===== config.mk =====
export PLATFORM = sky130hd
export DESIGN_NAME = pbc_csc
export DESIGN_NICKNAME = d
export VERILOG_FILES = /design/src/sv/pbc_pkg.sv /design/src/sv/pbc_csc.sv
export SDC_FILE = /design/constraint.sdc
export NUM_CORES = 1
export LEC_CHECK = 0
export ABC_AREA = 1
export BUFFER_PORTS_ARGS = -buffer_cell sky130_fd_sc_hd__buf_4
export CAP_MARGIN = 5
export CORE_MARGIN = 10
export CORE_UTILIZATION = 56
export DETAILED_ROUTE_END_ITERATION = 7
export PLACE_DENSITY = 0.73
export SLEW_MARGIN = 20
export SYNTH_ARGS = -nofsm -noshare
export SYNTH_HDL_FRONTEND = slang
export SYNTH_SLANG_ARGS = --single-unit

===== constraint.sdc =====
create_clock -name clk -period 7.2 [get_ports clk]
set_input_delay 1.44 -clock clk [delete_from_list [all_inputs] [get_ports clk]]
set_output_delay 1.44 -clock clk [all_outputs]
set_load 0.1 [all_outputs]

===== src/sv/pbc_pkg.sv =====
package pbc_pkg;

  localparam int MAX_DIMENSION   = 4096;
  localparam int PALETTE_ENTRIES = 256;

  localparam int CFG_W     = 13;
  localparam int DIM_W     = 13;
  localparam int TOTAL_W   = $clog2(MAX_DIMENSION * MAX_DIMENSION + 1);
  localparam int COUNT_W   = 24;
  localparam int PAL_AW    = (PALETTE_ENTRIES > 1) ? $clog2(PALETTE_ENTRIES) : 1;
  localparam int PAL_DW    = 24;
  localparam int SUM_W     = 29;

  localparam logic [1:0] FMT_YUV  = 2'd0;
  localparam logic [1:0] FMT_RGB  = 2'd1;
  localparam logic [1:0] FMT_PAL  = 2'd2;
  localparam logic [1:0] FMT_NONE = 2'd3;

  localparam logic [1:0] REG_FORMAT = 2'd0;
  localparam logic [1:0] REG_WIDTH  = 2'd1;
  localparam logic [1:0] REG_HEIGHT = 2'd2;

  localparam logic       OP_CONVERT   = 1'b0;
  localparam logic       OP_PAL_WRITE = 1'b1;

  // Q14 coefficients; chroma ones pre-scaled by 8 to share the Q18 sum
  localparam logic signed [SUM_W-1:0] K_Y  = SUM_W'(19076);
  localparam logic signed [SUM_W-1:0] K_RV = SUM_W'(8 * 26146);
  localparam logic signed [SUM_W-1:0] K_GU = SUM_W'(8 * 6418);
  localparam logic signed [SUM_W-1:0] K_GV = SUM_W'(8 * 13319);
  localparam logic signed [SUM_W-1:0] K_BU = SUM_W'(8 * 33047);

  localparam logic [7:0] ALPHA_OPAQUE = 8'hFF;

  function automatic logic [DIM_W-1:0] clamp_dim(input logic [CFG_W-1:0] d);
    logic [DIM_W-1:0] r;
    if (d == '0) begin
      r = DIM_W'(1);
    end else if (32'(d) > MAX_DIMENSION) begin
      r = DIM_W'(MAX_DIMENSION);
    end else begin
      r = DIM_W'(d);
    end
    return r;
  endfunction

  function automatic logic [7:0] to_byte(input logic signed [SUM_W-1:0] s);
    logic [7:0] r;
    if (s[SUM_W-1]) begin
      r = 8'd0;
    end else if (s[SUM_W-2:26] != '0) begin
      r = 8'hFF;
    end else begin
      r = s[25:18];
    end
    return r;
  endfunction

endpackage


===== src/sv/pbc_csc.sv =====
module pbc_csc (
  input  logic       clk,
  input  logic       load,
  input  logic [7:0] y,
  input  logic [7:0] u,
  input  logic [7:0] v,
  output logic [7:0] r,
  output logic [7:0] g,
  output logic [7:0] b
);
  import pbc_pkg::*;

  logic signed [SUM_W-1:0] ly_d, cu_d, cv_d;
  logic signed [SUM_W-1:0] p_y, p_rv, p_gu, p_gv, p_bu;
  logic signed [SUM_W-1:0] s_r, s_g, s_b;

  assign ly_d = $signed(SUM_W'({y, 4'b0000})) - SUM_W'(255);
  assign cu_d = $signed(SUM_W'({u, 1'b0})) - SUM_W'(255);
  assign cv_d = $signed(SUM_W'({v, 1'b0})) - SUM_W'(255);

  always_ff @(posedge clk) begin
    if (load) begin
      p_y  <= SUM_W'(ly_d * K_Y);
      p_rv <= SUM_W'(cv_d * K_RV);
      p_gu <= SUM_W'(cu_d * K_GU);
      p_gv <= SUM_W'(cv_d * K_GV);
      p_bu <= SUM_W'(cu_d * K_BU);
    end
  end

  assign s_r = p_y + p_rv;
  assign s_g = p_y - p_gu - p_gv;
  assign s_b = p_y + p_bu;

  assign r = to_byte(s_r);
  assign g = to_byte(s_g);
  assign b = to_byte(s_b);

endmodule

* After elaboration in Yosys (flattened, before gate mapping)
Cells that the tools add are included.
** Operators by class
- Add/sub/neg operators :: 7
- $mul :: 5
- Mux-type cells :: 6
- Reduce and logical (&&, ||, !) cells :: 3
** Operators with widths (number)
- 29-bit adder :: 2
- 29-bit subtractor :: 2
- 10-bit by 15-bit multiplier with 25-bit output, second input constant :: 2
- 8-bit two-way mux :: 6
- 13-bit by 14-bit multiplier with 27-bit output, second input constant :: 1
- 10-bit by 17-bit multiplier with 26-bit output, second input constant :: 1
- 10-bit by 13-bit multiplier with 23-bit output, second input constant :: 1
- 9-bit by 8-bit subtractor with 10-bit output, second input constant :: 2
- 12-bit by 8-bit subtractor with 13-bit output, second input constant :: 1
- 2-bit nonzero test :: 3
** Storage, ports and cells
- Bits in registers :: 129
- Bits of input ports :: 26
- Output and inout bits :: 24
- Word-level logic and storage cells :: 26

* Logic depth before layout (Yosys ltp)
- Depth in word-level cells :: 5
- Depth in mapped cells :: 22

* Least setup slack after synthesis
OpenSTA, ideal clock, no wires.
- Path type :: input-to-reg
- From :: input y[4]
- To :: register p_y[25], data pin
- Data arrival time :: 5541 ps
- Data required time :: 6939 ps
- Setup slack :: 1398 ps
- Stages :: 18
- Path through :: inv_1 > ha_1 > xnor2_1 > inv_1 > ha_1 > fa_1 > fa_1 > inv_1 > fa_1 > inv_1 > ha_1 > ha_1 > ha_1 > a21oi_1 > nor2_1 > o21ai_0 > nand3_1 > xor2_1
** On the way
- Cells in the longest elaborated chain, start to end :: 2
** Ends and longest elaborated chain
- start: declaration :: RTL line pbc_csc.sv:4 : input logic [7:0] y,
- 12-bit by 8-bit subtractor with 13-bit output :: RTL line pbc_csc.sv:17 : assign ly_d = $signed(SUM_W'({y, 4'b0000})) - SUM_W'(255);
- 13-bit by 14-bit multiplier with 27-bit output :: RTL line pbc_csc.sv:23 : p_y <= SUM_W'(ly_d * K_Y);
- end signal: assignment :: RTL line pbc_csc.sv:23
- end: declaration :: RTL line pbc_csc.sv:14 : logic signed [SUM_W-1:0] p_y, p_rv, p_gu, p_gv, p_bu;
Every way passes these cells.
A chain may end at the register's enable or synchronous reset.

* Final worst setup path
Same ends and word-level chain as after synthesis.

==> reports/results.txt <==
Counting every net in the synthesized netlist gives 3,161. The average instance in the mapped netlist occupies 7.42 um2. The floorplan row count was 68; the final HPWL from detailed placement was 43,800 um. Wire length of the first global-routing pass: 83,700 um.

The library cell used most frequently in the layout, excluding fill and tap cells, is sky130_fd_sc_hd__nand2_1. For this run, global-route usage on met2 was measured as 41.2%. For the initial antenna violation count, the log shows 0. The tools report the starting density of the core as 56.5%. The number of H-tree branching levels was 4; the filler cell count in the final layout was 3,260. The pin slew with the least headroom to its limit is 0.853 ns, and the number of register bits inferred by synthesis is 115. The proportion of layout cells with a drive suffix above 1 was 4.08%.

The final sum of negative setup slack was 0 ns; the complex-gate fraction of the synthesized area was 6.25%. In this run the count of I/O pins placed on the die edge is 50. The peak clock frequency supported by timing was 169 MHz; the first-pass iteration count of the detailed router was 7. TritonCTS built the clock tree. For the number of resized instances in the post-cts repair step, the log shows 0. Cell at the root of the clock tree: sky130_fd_sc_hd__clkbuf_16. The total congestion overflow is 0, and the cell count after synthesis is 2,616. The critical-path maximum fanout is 6. The global-route layer with the greatest usage is met2. The worst path in the final design needs a cycle of 5.92 ns, including I/O delays and setup. Via-per-instance ratio: 5.26.

The run gives 0.0194 mm2 as the netlist area before placement. The count of buffers added on input and output ports is 49. The final layout contains 3,230 nets. Simple-gate share of the synthesized area: 23.2%. The flow ran to the end, and the final reports show no timing, DRC or antenna violations. The tools report the final number of setup-violating endpoints as 0. The top cell types in the final layout, fill and taps aside, are sky130_fd_sc_hd__nand2_1, sky130_fd_sc_hd__inv_1, sky130_fd_sc_hd__ha_1, sky130_fd_sc_hd__nor2_1, sky130_fd_sc_hd__nand3_1. Setup repair after global routing left no endpoint under its margin.

The final worst slack is 1.28 ns. Headroom to the max-slew limit came out at 43.1%. In the synthesized netlist the dominant register cell turns out to be sky130_fd_sc_hd__edfxtp_1. Dividing the detail-routed wire length by the instance count gives 16.2 um. For this run, global-route usage on met3 was measured as 3.97%. Counting the buffers created by CTS gives 17.

The count of final hold-check violations is 0, and the horizontal die dimension is 206 um. The largest family of logic cells by synthesized area was adder cells. The run gives 24.8% as the global-route total usage across every layer.

The fraction of registers with async set or reset after synthesis is 0%. The number of different library cells in the post-synthesis netlist came out at 39. The period utilization works out to 82.3%. The category of the critical setup timing path was primary input to register. Number of warning messages in the yosys log: 0. From bottom edge to top edge, the die measures 206 um. The tools report the max-slew violation total from the final report as 0. STA classifies the critical path startpoint as a primary input. The antenna diode instance count is 0. The synthesized netlist devotes 4.14% of its cell area to XOR and XNOR gates.

The clock drives 115 sinks. The number of flops mapped to enable cells by yosys works out to 115. For the final wirelength, the log shows 51,200 um. After Yosys synthesis, full adders, half adders and majority gates account for 37.2% of the synthesized area. The tools report the routability congestion estimate from global placement as 0.941. The die covers 0.0425 mm2. The detailed-route via count was 16.6k; the violation count after the first detailed-routing iteration was 947. The run gives 66 as the maximum number of pins on one net before global-route repair.

The share of synthesized area spent on multiplexers works out to 0%. The logs give 0.0344 mm2 for the placeable core region and 0.842 ns for the worst slack at placement. The met1 usage in global routing was 32.0%; the residual DRC count was 0. The run gives 16.5k as the number of global-route vias before repair. After synthesis, flip-flops and latches occupy 17.8% of the total area. Residual antenna-violating net count after detailed routing: 0. The worst hold path belongs to the class primary input to register.

In this run the post-CTS setup repair buffer count came out at 0. Max-cap violations in this run came to 0. After clock tree synthesis, the clock-pin slew on the worst setup and hold paths is 0.06 ns. At the worst endpoint, the arrival time is 6.11 ns.

The worst setup path is captured at a register. The logs give 7.38 ns for the required arrival time at the worst endpoint and 0 for the hold buffer count at CTS. The buffer depth of the longest clock path is 2, and the synthesis-to-layout area growth is 7.93%.
-- Yosys cell counts (4+ instances only) --
| cell | instances | area (um2) |
|---|---|---|
| sky130_fd_sc_hd__edfxtp_1 | 115 | 3450 |
| sky130_fd_sc_hd__nor2_1 | 176 | 661 |
| sky130_fd_sc_hd__o21ai_1 | 9 | 45.0 |
| sky130_fd_sc_hd__a21oi_1 | 111 | 556 |
| sky130_fd_sc_hd__nand3b_1 | 14 | 105 |
| sky130_fd_sc_hd__nand4_1 | 36 | 225 |
| sky130_fd_sc_hd__a21o_1 | 12 | 90.1 |
| sky130_fd_sc_hd__inv_1 | 585 | 2200 |
| sky130_fd_sc_hd__ha_1 | 422 | 5280 |
| sky130_fd_sc_hd__nand3_1 | 130 | 651 |
| sky130_fd_sc_hd__fa_1 | 97 | 1940 |
| sky130_fd_sc_hd__nand2_1 | 687 | 2580 |
| sky130_fd_sc_hd__nor3_1 | 23 | 115 |
| sky130_fd_sc_hd__a31oi_1 | 9 | 56.3 |
| sky130_fd_sc_hd__o21a_1 | 6 | 45.0 |
| sky130_fd_sc_hd__o21ai_0 | 39 | 195 |
| sky130_fd_sc_hd__nand3_2 | 7 | 70.1 |
| sky130_fd_sc_hd__inv_2 | 4 | 15.0 |
| sky130_fd_sc_hd__o21bai_1 | 11 | 82.6 |
| sky130_fd_sc_hd__xor2_1 | 65 | 569 |
| sky130_fd_sc_hd__xnor2_1 | 25 | 219 |
| sky130_fd_sc_hd__nand2_2 | 10 | 62.6 |
-- flip-flops by register name, indices dropped and copies added, names as in the netlist --
register and cells:
p_bu 23, p_rv 23, p_gu 22, p_y 23, p_gv 24
-- per-stage QoR --
step                std cells  hold slack [ns]  cell area, um2  util [%]
floorplan                2616             1.54           19400         -
global placement         3121             1.71           20400      59.2
detailed placement       3121             1.71           20400      59.2
CTS                      3153             1.27           21000      61.0
global route             3153             1.27           21000      61.0
finish                   3153             1.28           21000      61.0
-- layer usage --
metal | vias up | wire length, um
met5 | - | 0
met3 | 90 | 2530
met1 | 7652 | 23400
met2 | 376 | 23600
met4 | 0 | 1690
li1 | 8462 | -
-- critical path, cell delays in order --
cell and delay (ns):
sky130_fd_sc_hd__buf_4 0.13, sky130_fd_sc_hd__inv_1 0.16, sky130_fd_sc_hd__ha_1 0.22, sky130_fd_sc_hd__nand2_1 0.15
sky130_fd_sc_hd__inv_1 0.24, sky130_fd_sc_hd__ha_1 0.33, sky130_fd_sc_hd__fa_1 0.53, sky130_fd_sc_hd__fa_1 0.52
sky130_fd_sc_hd__inv_1 0.05, sky130_fd_sc_hd__fa_1 0.53, sky130_fd_sc_hd__inv_1 0.04, sky130_fd_sc_hd__ha_1 0.28
sky130_fd_sc_hd__ha_1 0.30, sky130_fd_sc_hd__ha_1 0.37, sky130_fd_sc_hd__a21oi_1 0.29, sky130_fd_sc_hd__nor2_1 0.09
sky130_fd_sc_hd__o21ai_0 0.16, sky130_fd_sc_hd__nand3_1 0.12, sky130_fd_sc_hd__xor2_1 0.16
-- cells by family (layout without fill, tap and decap cells) --
family | Yosys count | after routing
flip-flops | 115 | 115
AND/OR/NAND/NOR | 1089 | 1089
buffers and inverters | 590 | 672
adder cells (fa/ha/maj) | 519 | 519
XOR/XNOR | 91 | 91
AO/OA/AOI/OAI | 212 | 212
-- cell type report --
class                           instances  area [um2]  share of cell area [%]
Tap cell                              455         569                    2.72
Sequential cell                       115        3450                    16.5
Inverter                              589        2210                    10.6
Multi-Input combinational cell       1911       13700                    65.6
Clock buffer                           19         433                    2.07
Clock inverter                         13         158                   0.752
Timing Repair Buffer                   51         383                    1.83
-- worst paths after layout --
| check | from | end | slack, ns | cells after the start |
|---|---|---|---|---|
| setup / recovery | y[4] | p_y[25]$_DFFE_PP_ | 1.28 | 19 |
| hold / removal | y[0] | p_y[6]$_DFFE_PP_ | 1.28 | 1 |
Power is not shown: default switching activity piles up to over one toggle a cycle in this logic, so the estimate is an artifact.
